File: src/rtl/tgh_pkg.sv
`default_nettype none

package tgh_pkg;

    // Channel count the per-channel word stores are sized for.
    localparam int TGH_CHANNELS = 32;

    // Slots per channel in each word store.
    localparam int WIDE_SLOTS   = 8;
    localparam int NARROW_SLOTS = 16;

    typedef enum logic [1:0] {
        ACT_READ      = 2'd0,
        ACT_WRITE     = 2'd1,
        ACT_ROM_RET   = 2'd2,
        ACT_VOICE_END = 2'd3
    } t_action;

    // Bus register addresses with a fixed meaning.
    localparam logic [5:0] ADDR_MASK_LAST = 6'h03;
    localparam logic [5:0] ADDR_ROM_HI    = 6'h21;
    localparam logic [5:0] ADDR_ROM_MID   = 6'h22;
    localparam logic [5:0] ADDR_ROM_LO    = 6'h23;
    localparam logic [5:0] ADDR_HOLD_HI   = 6'h39;
    localparam logic [5:0] ADDR_HOLD_MID  = 6'h3a;
    localparam logic [5:0] ADDR_HOLD_LO   = 6'h3b;
    localparam logic [5:0] ADDR_STATUS    = 6'h3c;
    localparam logic [5:0] ADDR_MODE_B    = 6'h3d;
    localparam logic [5:0] ADDR_CHAN_SEL  = 6'h3e;
    localparam logic [5:0] ADDR_ROM_DATA  = 6'h3f;

    // One accepted bus word as held in the input register.
    typedef struct packed {
        t_action     action;
        logic [5:0]  address;
        logic [7:0]  data;
        logic [4:0]  channel;
    } t_item;

    // Access request from the register file to the word stores.
    typedef struct packed {
        logic        wide_we;
        logic        narrow_we;
        logic        wide_re;
        logic        narrow_re;
        logic [4:0]  chan;
        logic [3:0]  slot;
        logic [19:0] wdata;
    } t_store_req;

endpackage

`default_nettype wire

File: src/rtl/tgh_regs.sv
`default_nettype none

module tgh_regs #(
    parameter int CHANNELS = tgh_pkg::TGH_CHANNELS
) (
    input  wire logic                i_clk,
    input  wire logic                i_rst_n,
    input  wire logic                i_item_valid,
    input  wire tgh_pkg::t_item      i_item,
    input  wire logic [19:0]         i_rd_data,
    output tgh_pkg::t_store_req      o_req,
    output logic                     o_valid,
    output logic [7:0]               o_read_data,
    output logic                     o_rom_request,
    output logic [2:0]               o_rom_bank,
    output logic [23:0]              o_rom_address,
    output logic                     o_irq_level,
    output logic [27:0]              o_active_voices
);
    import tgh_pkg::*;

    function automatic logic is_wide(input logic [5:0] a);
        return (a >= 6'h04 && a < 6'h10) || (a >= 6'h24 && a < 6'h30);
    endfunction

    function automatic logic is_narrow(input logic [5:0] a);
        return (a >= 6'h10 && a < 6'h20) || (a >= 6'h30 && a < 6'h38);
    endfunction

    logic [27:0] r_pending,   n_pending;
    logic [27:0] r_committed, n_committed;
    logic        r_upd_flag,  n_upd_flag;
    logic [23:0] r_fetch,     n_fetch;
    logic [7:0]  r_rom_latch, n_rom_latch;
    logic        r_mode_b5,   n_mode_b5;
    logic [4:0]  r_chan_sel,  n_chan_sel;
    logic [19:0] r_assembly,  n_assembly;
    logic [19:0] r_holding;
    logic        r_load_pend, n_load_pend;
    logic        r_load_zero, n_load_zero;
    logic        r_irq_pend,  n_irq_pend;
    logic [4:0]  r_irq_src,   n_irq_src;

    logic        r_valid;
    logic [7:0]  r_read_data, n_read_data;
    logic        r_rom_req,   n_rom_req;
    logic [2:0]  r_rom_bank,  n_rom_bank;
    logic [23:0] r_rom_addr,  n_rom_addr;
    logic        r_irq_out;
    logic [27:0] r_active;

    logic [19:0] hold_eff;
    logic        chan_ok;
    logic [5:0]  a;
    logic [7:0]  d;
    logic [3:0]  wslot;
    logic [3:0]  nslot;

    // A store read lands in the cycle after the request; take it straight from the store then.
    assign hold_eff = r_load_pend ? (r_load_zero ? 20'h0 : i_rd_data) : r_holding;
    assign chan_ok  = ({1'b0, r_chan_sel} < 6'(CHANNELS));
    assign a        = i_item.address;
    assign d        = i_item.data;
    assign wslot    = {1'b0, ~a[3], ~a[2], a[5]};
    assign nslot    = {a[5], a[3:1]};

    always_comb begin
        n_pending   = r_pending;
        n_committed = r_committed;
        n_upd_flag  = r_upd_flag;
        n_fetch     = r_fetch;
        n_rom_latch = r_rom_latch;
        n_mode_b5   = r_mode_b5;
        n_chan_sel  = r_chan_sel;
        n_assembly  = r_assembly;
        n_load_pend = 1'b0;
        n_load_zero = 1'b0;
        n_irq_pend  = r_irq_pend;
        n_irq_src   = r_irq_src;
        n_read_data = 8'h00;
        n_rom_req   = 1'b0;
        n_rom_bank  = 3'd0;
        n_rom_addr  = 24'h0;
        o_req       = '0;
        o_req.chan  = r_chan_sel;

        if (i_item_valid) begin
            case (i_item.action)
                ACT_READ: begin
                    if (a <= ADDR_MASK_LAST) begin
                        if (r_upd_flag) begin
                            n_committed = r_pending;
                        end
                        n_upd_flag = 1'b0;
                    end else if (a == ADDR_STATUS || a == ADDR_CHAN_SEL) begin
                        if (a == ADDR_CHAN_SEL) begin
                            n_irq_pend = 1'b0;
                        end
                        n_read_data = {2'b00, r_upd_flag, r_irq_src};
                    end else if (a == ADDR_ROM_DATA) begin
                        n_read_data = r_rom_latch;
                    end else if (is_wide(a)) begin
                        if (a[1:0] == 2'd1) begin
                            n_load_pend   = 1'b1;
                            n_load_zero   = !chan_ok;
                            o_req.wide_re = chan_ok;
                            o_req.slot    = wslot;
                        end
                    end else if (is_narrow(a)) begin
                        if (!a[0]) begin
                            n_load_pend     = 1'b1;
                            n_load_zero     = !chan_ok;
                            o_req.narrow_re = chan_ok;
                            o_req.slot      = nslot;
                        end
                    end else if (a == ADDR_HOLD_HI) begin
                        n_read_data = {4'h0, hold_eff[19:16]};
                    end else if (a == ADDR_HOLD_MID) begin
                        n_read_data = hold_eff[15:8];
                    end else if (a == ADDR_HOLD_LO) begin
                        n_read_data = hold_eff[7:0];
                    end
                end
                ACT_WRITE: begin
                    if (a <= ADDR_MASK_LAST) begin
                        case (a[1:0])
                            2'd0:    n_pending[27:24] = d[3:0];
                            2'd1:    n_pending[23:16] = d;
                            2'd2:    n_pending[15:8]  = d;
                            default: n_pending[7:0]   = d;
                        endcase
                        n_upd_flag = 1'b1;
                    end else if (a == ADDR_ROM_HI) begin
                        n_fetch[23:16] = d;
                    end else if (a == ADDR_ROM_MID) begin
                        n_fetch[15:8] = d;
                    end else if (a == ADDR_ROM_LO) begin
                        n_fetch[7:0] = d;
                        n_rom_req    = 1'b1;
                        n_rom_addr   = n_fetch;
                        n_rom_bank   = r_mode_b5 ? n_fetch[23:21] : n_fetch[21:19];
                    end else if (a == ADDR_MODE_B) begin
                        n_mode_b5 = d[5];
                    end else if (a == ADDR_CHAN_SEL) begin
                        n_chan_sel = d[4:0];
                    end else if (is_wide(a)) begin
                        case (a[1:0])
                            2'd1:    n_assembly[19:16] = d[3:0];
                            2'd2:    n_assembly[15:8]  = d;
                            2'd3: begin
                                n_assembly[7:0] = d;
                                o_req.wide_we   = chan_ok;
                                o_req.slot      = wslot;
                                o_req.wdata     = n_assembly;
                            end
                            default: ;
                        endcase
                    end else if (is_narrow(a)) begin
                        if (!a[0]) begin
                            n_assembly[15:8] = d;
                        end else begin
                            n_assembly[7:0] = d;
                            o_req.narrow_we = chan_ok;
                            o_req.slot      = nslot;
                            o_req.wdata     = n_assembly;
                        end
                    end
                end
                ACT_ROM_RET: begin
                    n_rom_latch = d;
                end
                default: begin
                    n_irq_pend = 1'b1;
                    n_irq_src  = i_item.channel;
                end
            endcase
        end
    end

    always_ff @(posedge i_clk) begin
        if (!i_rst_n) begin
            r_pending   <= '0;
            r_committed <= '0;
            r_upd_flag  <= 1'b0;
            r_fetch     <= '0;
            r_rom_latch <= '0;
            r_mode_b5   <= 1'b0;
            r_chan_sel  <= '0;
            r_assembly  <= '0;
            r_holding   <= '0;
            r_load_pend <= 1'b0;
            r_load_zero <= 1'b0;
            r_irq_pend  <= 1'b0;
            r_irq_src   <= '0;
            r_valid     <= 1'b0;
        end else begin
            r_pending   <= n_pending;
            r_committed <= n_committed;
            r_upd_flag  <= n_upd_flag;
            r_fetch     <= n_fetch;
            r_rom_latch <= n_rom_latch;
            r_mode_b5   <= n_mode_b5;
            r_chan_sel  <= n_chan_sel;
            r_assembly  <= n_assembly;
            r_holding   <= hold_eff;
            r_load_pend <= n_load_pend;
            r_load_zero <= n_load_zero;
            r_irq_pend  <= n_irq_pend;
            r_irq_src   <= n_irq_src;
            r_valid     <= i_item_valid;
        end
    end

    always_ff @(posedge i_clk) begin
        r_read_data <= n_read_data;
        r_rom_req   <= n_rom_req;
        r_rom_bank  <= n_rom_bank;
        r_rom_addr  <= n_rom_addr;
        r_irq_out   <= n_irq_pend;
        r_active    <= n_committed & n_pending;
    end

    assign o_valid         = r_valid;
    assign o_read_data     = r_read_data;
    assign o_rom_request   = r_rom_req;
    assign o_rom_bank      = r_rom_bank;
    assign o_rom_address   = r_rom_addr;
    assign o_irq_level     = r_irq_out;
    assign o_active_voices = r_active;

endmodule

`default_nettype wire

File: config.mk
export PLATFORM = sky130hd
export DESIGN_NAME = tgh_regs
export DESIGN_NICKNAME = d
export VERILOG_FILES = /design/src/rtl/tgh_pkg.sv /design/src/rtl/tgh_regs.sv
export SDC_FILE = /design/constraint.sdc
export NUM_CORES = 1
export LEC_CHECK = 0
export ABC_CLOCK_PERIOD_IN_PS = 2220
export CAP_MARGIN = 20
export CORE_ASPECT_RATIO = 0.7
export CORE_MARGIN = 1
export CORE_UTILIZATION = 45
export CTS_BUF_LIST = sky130_fd_sc_hd__clkbuf_16
export DETAILED_ROUTE_END_ITERATION = 7
export DONT_BUFFER_PORTS = 1
export PLACE_DENSITY_LB_ADDON = 0.12
export SYNTH_ARGS = -nofsm -noshare
export SYNTH_HDL_FRONTEND = slang
export SYNTH_SLANG_ARGS = --single-unit
File: constraint.sdc
create_clock -name i_clk -period 2.22 [get_ports i_clk]
set_input_delay 0.111 -clock i_clk [delete_from_list [all_inputs] [get_ports i_clk]]
set_output_delay 0.111 -clock i_clk [all_outputs]
set_load 0.01 [all_outputs]
Word level (Yosys, flattened, before mapping)

Index checks and enable logic that the tools add are counted.
W data, S select, Z words.

Add/subtract/negate cells: 0
Multiply operators: 0
Div/mod/pow operators: 0
Magnitude comparators: 9
Equal/unequal tests: 19
Shift operators: 0
Mux-type cells: 78
Bitwise gates (word level): 14
Reduce and logical (&&, ||, !) cells: 28

Operator list:

| operator             | number |
|---|---|
| $mux W24             | 10 |
| $mux W28             | 7 |
| $mux W8              | 13 |
| $eq A6 B6 Y1 const B | 10 |
| $mux W20             | 2 |
| $mux W16             | 2 |
| $mux W4              | 8 |
| $and A28 B28 Y28     | 1 |
| $mux W23             | 1 |
| $mux W2              | 11 |
| $lt A6 B6 Y1 const B | 3 |
| $mux W1              | 18 |
| $not A1 Y1           | 13 |
| $ge A6 B6 Y1 const B | 2 |
| $reduce_or A6 Y1     | 2 |
| $reduce_and A11 Y1   | 1 |
| $reduce_and A10 Y1   | 1 |
| $reduce_or A3 Y1     | 3 |
| $pmux W4 S2          | 1 |
| $reduce_and A4 Y1    | 2 |
| $reduce_and A8 Y1    | 1 |
| $reduce_and A7 Y1    | 1 |
| $eq A2 B2 Y1 const B | 3 |
| $ge A6 B3 Y1 const B | 1 |
| 18 further kinds     | 31 |

Bits in registers: 192
Bits in latches: 0
Memory bits (writable): 0
Memory bits (read-only): 0
Output and inout bits: 99
Logic and storage cells: 170
Memories: 0

Longest topological paths before layout

Word-level depth: 13
Gate-level depth with buffers: 9
Depth with buffers taken out: 6

Least setup slack after synthesis

No wires, ideal clock.

Path kind: input-to-reg
Start: input port i_item[16] (netlist name)
End: register r_active[0], in the netlist o_active_voices[0]
Library setup time: 0.115 ns
Data arrival time: 1.551 ns
Required time: 2.105 ns
Setup slack: 0.554 ns
Stages on the path: 7
Path buffers: 3
Cell sequence: buf_6 or4_4 or3_1 buf_6 buf_6 o22ai_2 nor2_1

Cells in the longest elaborated chain, start to end: 5

RTL lines:

| item                        | line                            | text |
|---|---|---|
| from (decl)                 | tgh_regs.sv:9                   | `input wire tgh_pkg::t_item i_item,` |
| $le A6 B2 Y1 *              | tgh_regs.sv:90, tgh_regs.sv:125 |  |
| $mux W28 (on tied branches) | tgh_regs.sv:90, tgh_regs.sv:125 |  |
| $mux W28                    | tgh_regs.sv:88                  | `case (i_item.action)` |
| $mux W28                    | tgh_regs.sv:87                  | `if (i_item_valid) begin` |
| $and A28 B28 Y28 *          | tgh_regs.sv:220                 | `r_active <= n_committed & n_pending;` |
| to (signal assigned)        | tgh_regs.sv:220                 |  |
| to (decl)                   | tgh_regs.sv:50                  | `logic [27:0] r_active;` |

Every way passes the cells marked *; elsewhere a longest branch is shown, timed or not.
A chain may end at the register's enable or synchronous reset.

==> metrics.md <==
| Metric | Value |
|---|---|
| TritonCTS Sinks | 192 |
| Max Clock Skew | 0.00904 ns |
| Mux contribution to synthesized area | 7.94% |
| Synth Area in Compound Gates | 15.3% |
| YS warnings | 0 |
| Normalized max-slew margin | 32.7% |
| Required time worst endpoint | 2.11 ns |
| Non-filler instance count after layout | 1127 |
| Iter 0 DRT Violations | 522 |
| Ys async rst share | 0% |
| CTS Buf Count | 17 |
| Part of the Yosys area used for sequential elements | 47.4% |
| # H-tree levels | 4 |
| CP max stage delay | 0.78 ns |
| Top delay family on crit path | buffers and inverters |
| Post-synthesis cell type count | 53 |
| Detail Placement HPWL | 13.2 mm |
| N_diodes | 0 |
| Predominant post-synthesis flop cell | dfxtp_1 |
| Routed Antenna Nets | 0 |
| Peak supply drop | 0.426 mV |
| Crit path buffers/inverters | 1 |
| First-pass DRT Iterations | 5 |
| Resized cells post-CTS | 0 |
| Number of flops mapped to enable cells by yosys | 0 |
| # DRC | 0 |
| Synth Area in XOR/XNOR | 0% |
| Unrepaired setup endpoints after global routing | false |
| Clock Tree Root | clkbuf_16 |
| Combinational family with the most area after synthesis | simple AND/OR/NAND/NOR gates |
| Post-synth top area cell | dfxtp_1 |
| Core Region | 0.0174 sq mm |
| PD cells | 747 mW/mm^2 |
| Status | finished clean |
| CTS tree | built |
| Slew @ Worst Pin | 1.01 ns |
| Synth cell count leaders | dfxtp_1, nand2_1, a21boi_0, mux2i_1, nor2_1 |
| Total GRT Usage | 24.2% |
| Worst setup SP type | input port |
| Area Overhead vs Synth | 15.2% |
| Vias per inst | 5.47 |
| Synth area leaders | dfxtp_1, mux2i_1, nand2_1, a21boi_0, nor2b_1 |
| Drt wl/cell | 19.6 um |
| Pleak | 0.00311 uW |
| FF+latch count, synth | 192 |
| Die Y | 114 um |
| TNS Setup | 0 ns |
| Vias in the first global route | 5896 |
| Worst-path maximum fanout | 17 |
| Hold Path Class | in -> reg |
| Post-Syn Area | 0.00810 sq mm |
| Minimum clock period after layout | 2.12 ns |
| Synthesized net count | 912 |
| Clk buf depth | 2 |
| Via count | 6169 |
| Top-count cell post-synth | dfxtp_1 |
| Ports | 143 |
| Syn Area/Cell | 9.39 sq um |
| # placed instances | 1039 |
| Slowest library cell on the worst path | dlygate4sd3_1 |
| Gpl congestion | 0.857 |
| Number of port buffers | 0 |
| Max Cap Violations | 0 |
| Pins Over Slew Limit | 0 |
| Layout cells sized above 1 | 9.93% |
| Number of cells on the critical path | 4 |
| Die footprint | 0.0186 sq mm |
| First-pass GRT wire length | 33.7 mm |
| Nets | 932 |
| Largest net degree at the start of global routing | 136 |
| Area share of the largest cell type after synthesis | 47.4% |
| Worst-path clk slew | 0.07 ns |
| Total wire length | 22.1 mm |
| Total congestion overflow | 0 |
| Worst hold stages | 3 |
| Final worst path period share | 95.4% |
| Crit path kind | in -> out |
| Final setup violation count | 0 |
| Crit end category | output pin |
| Cells on worst reg2reg path | 4 |
| Mapped Cells | 863 |
| CP arrival | 2.01 ns |
| Simple-Gate Fraction of Synth Area | 23.9% |
| Max Clock Freq | 0.472 GHz |
| Synth Area in Adders | 0.772% |
| Clk_lat worst skew | 0.44 ns |
| Critical Path, Cell by Cell | dlygate4sd3_1 -> nand3_1 -> or3_1 -> o32ai_1 |
| Initial antenna violation count | 0 |
| Row count | 40 |
| Initial Utilization | 46.6% |
| Hold Vio Cnt, Final | 0 |
| Power, Total | 6970 uW |
| Die W | 162 um |
repair_timing:
item                                   CTS  global route
hold buffers                            56             0
setup buffers                            0             0
endpoints found under the hold margin  168             0
worst register-to-register path, delay by kind of cell, from the launching register on:
kind | cells | cell delay [ns]
buffers and inverters | 2 | 0.85
DFF | 1 | 0.31
and+or+nand+nor | 1 | 0.16
muxes | 1 | 0.41
cell type report:
class                   count  area [sq um]
clock buffers              17           425
inverters                   6          22.5
fillers                  1541          8030
clock inverters            15           173
repair buffers             68           693
well taps                 231           289
flip-flops and latches    192          3840
multi-input cells         598          3890
power by group:
group          total (uW)  switching (uW)  internal [uW]
logic                 357             205            152
registers            3470            11.1           3460
clock network        3140            1440           1700
kinds of logic (layout without fill, tap and decap cells):
group           Yosys count  in the layout
flops                   192            192
fa+ha+maj                 5              5
simple gates            378            378
mux                      64             64
compound gates          151            151
buf+inv                  73            106
registers in the layout, summed over array words and instances, names as in the netlist, 3 cells and up:
signal / count
o_active_voices: 28
o_read_data: 8
o_rom_address: 24
o_rom_bank: 3
r_assembly: 12
r_chan_sel: 5
r_committed: 28
r_fetch: 16
r_holding: 20
r_irq_src: 5
r_pending: 28
r_rom_latch: 8
placed cells by master (no fill, tap or decap), types with 3 or more instances in the layout:
cell type | synthesis | final
inv_6 | 0 | 3
a21oi_1 | 10 | 10
mux2i_1 | 62 | 62
nor2_1 | 62 | 62
nor2b_1 | 50 | 50
o22ai_2 | 24 | 24
inv_1 | 5 | 5
inv_8 | 0 | 4
ha_1 | 5 | 5
o32ai_1 | 4 | 4
o22a_1 | 9 | 9
nor3_1 | 10 | 10
nand2_1 | 149 | 149
a21boi_0 | 66 | 66
dlygate4sd3_1 | 0 | 55
buf_4 | 1 | 10
and2_1 | 49 | 48
nor4_4 | 3 | 3
nor4_1 | 6 | 6
a22oi_1 | 3 | 3
clkbuf_16 | 0 | 17
clkinv_1 | 1 | 3
a31oi_1 | 3 | 3
clkinv_4 | 0 | 3
dfxtp_1 | 192 | 192
o21ai_0 | 14 | 14
nor3_4 | 5 | 5
o21a_1 | 4 | 4
nand3_1 | 20 | 20
or3_1 | 6 | 6
a211o_1 | 4 | 4
worst paths after layout:
check / end / from / slack (ns)
setup / recovery: o_req[22] / i_item_valid / 0.10
setup reg to reg: r_holding[5]$_SDFF_PN0_ / r_load_pend$_SDFF_PP0_ / 0.38
hold reg to reg: o_rom_address[10]$_SDFF_PP0_ / r_fetch[10]$_SDFFE_PN0P_ / 0.46
hold / removal: o_read_data[1]$_SDFF_PP0_ / i_item[13] / 0.02
layer usage:
| metal | share of wire [%] | vias to the layer above | track usage, % |
|---|---|---|---|
| li1 | - | 2949 | - |
| met1 | 45 | 2960 | 31.9 |
| met2 | 45 | 235 | 38.3 |
| met3 | 7.6 | 25 | 7.50 |
| met4 | 1.7 | 0 | 6.79 |
| met5 | 0 | - | 0 |
metrics by stage:
step | area [sq um] | utilization, % | hold WS [ns] | setup slack [ns]
final | 9340 | 53.8 | 0.0249 | 0.101
after global routing | 9340 | 53.8 | 0.0222 | 0.0824
after CTS | 9340 | 53.8 | 0.00370 | 0.156
after detailed placement | 8160 | 47.0 | 0.240 | 0.232
after global placement | 8160 | 47.0 | 0.238 | 0.288
after floorplan | 8100 | - | 0.267 | 0.554
No activity file was read; power rests on OpenSTA's default activity.
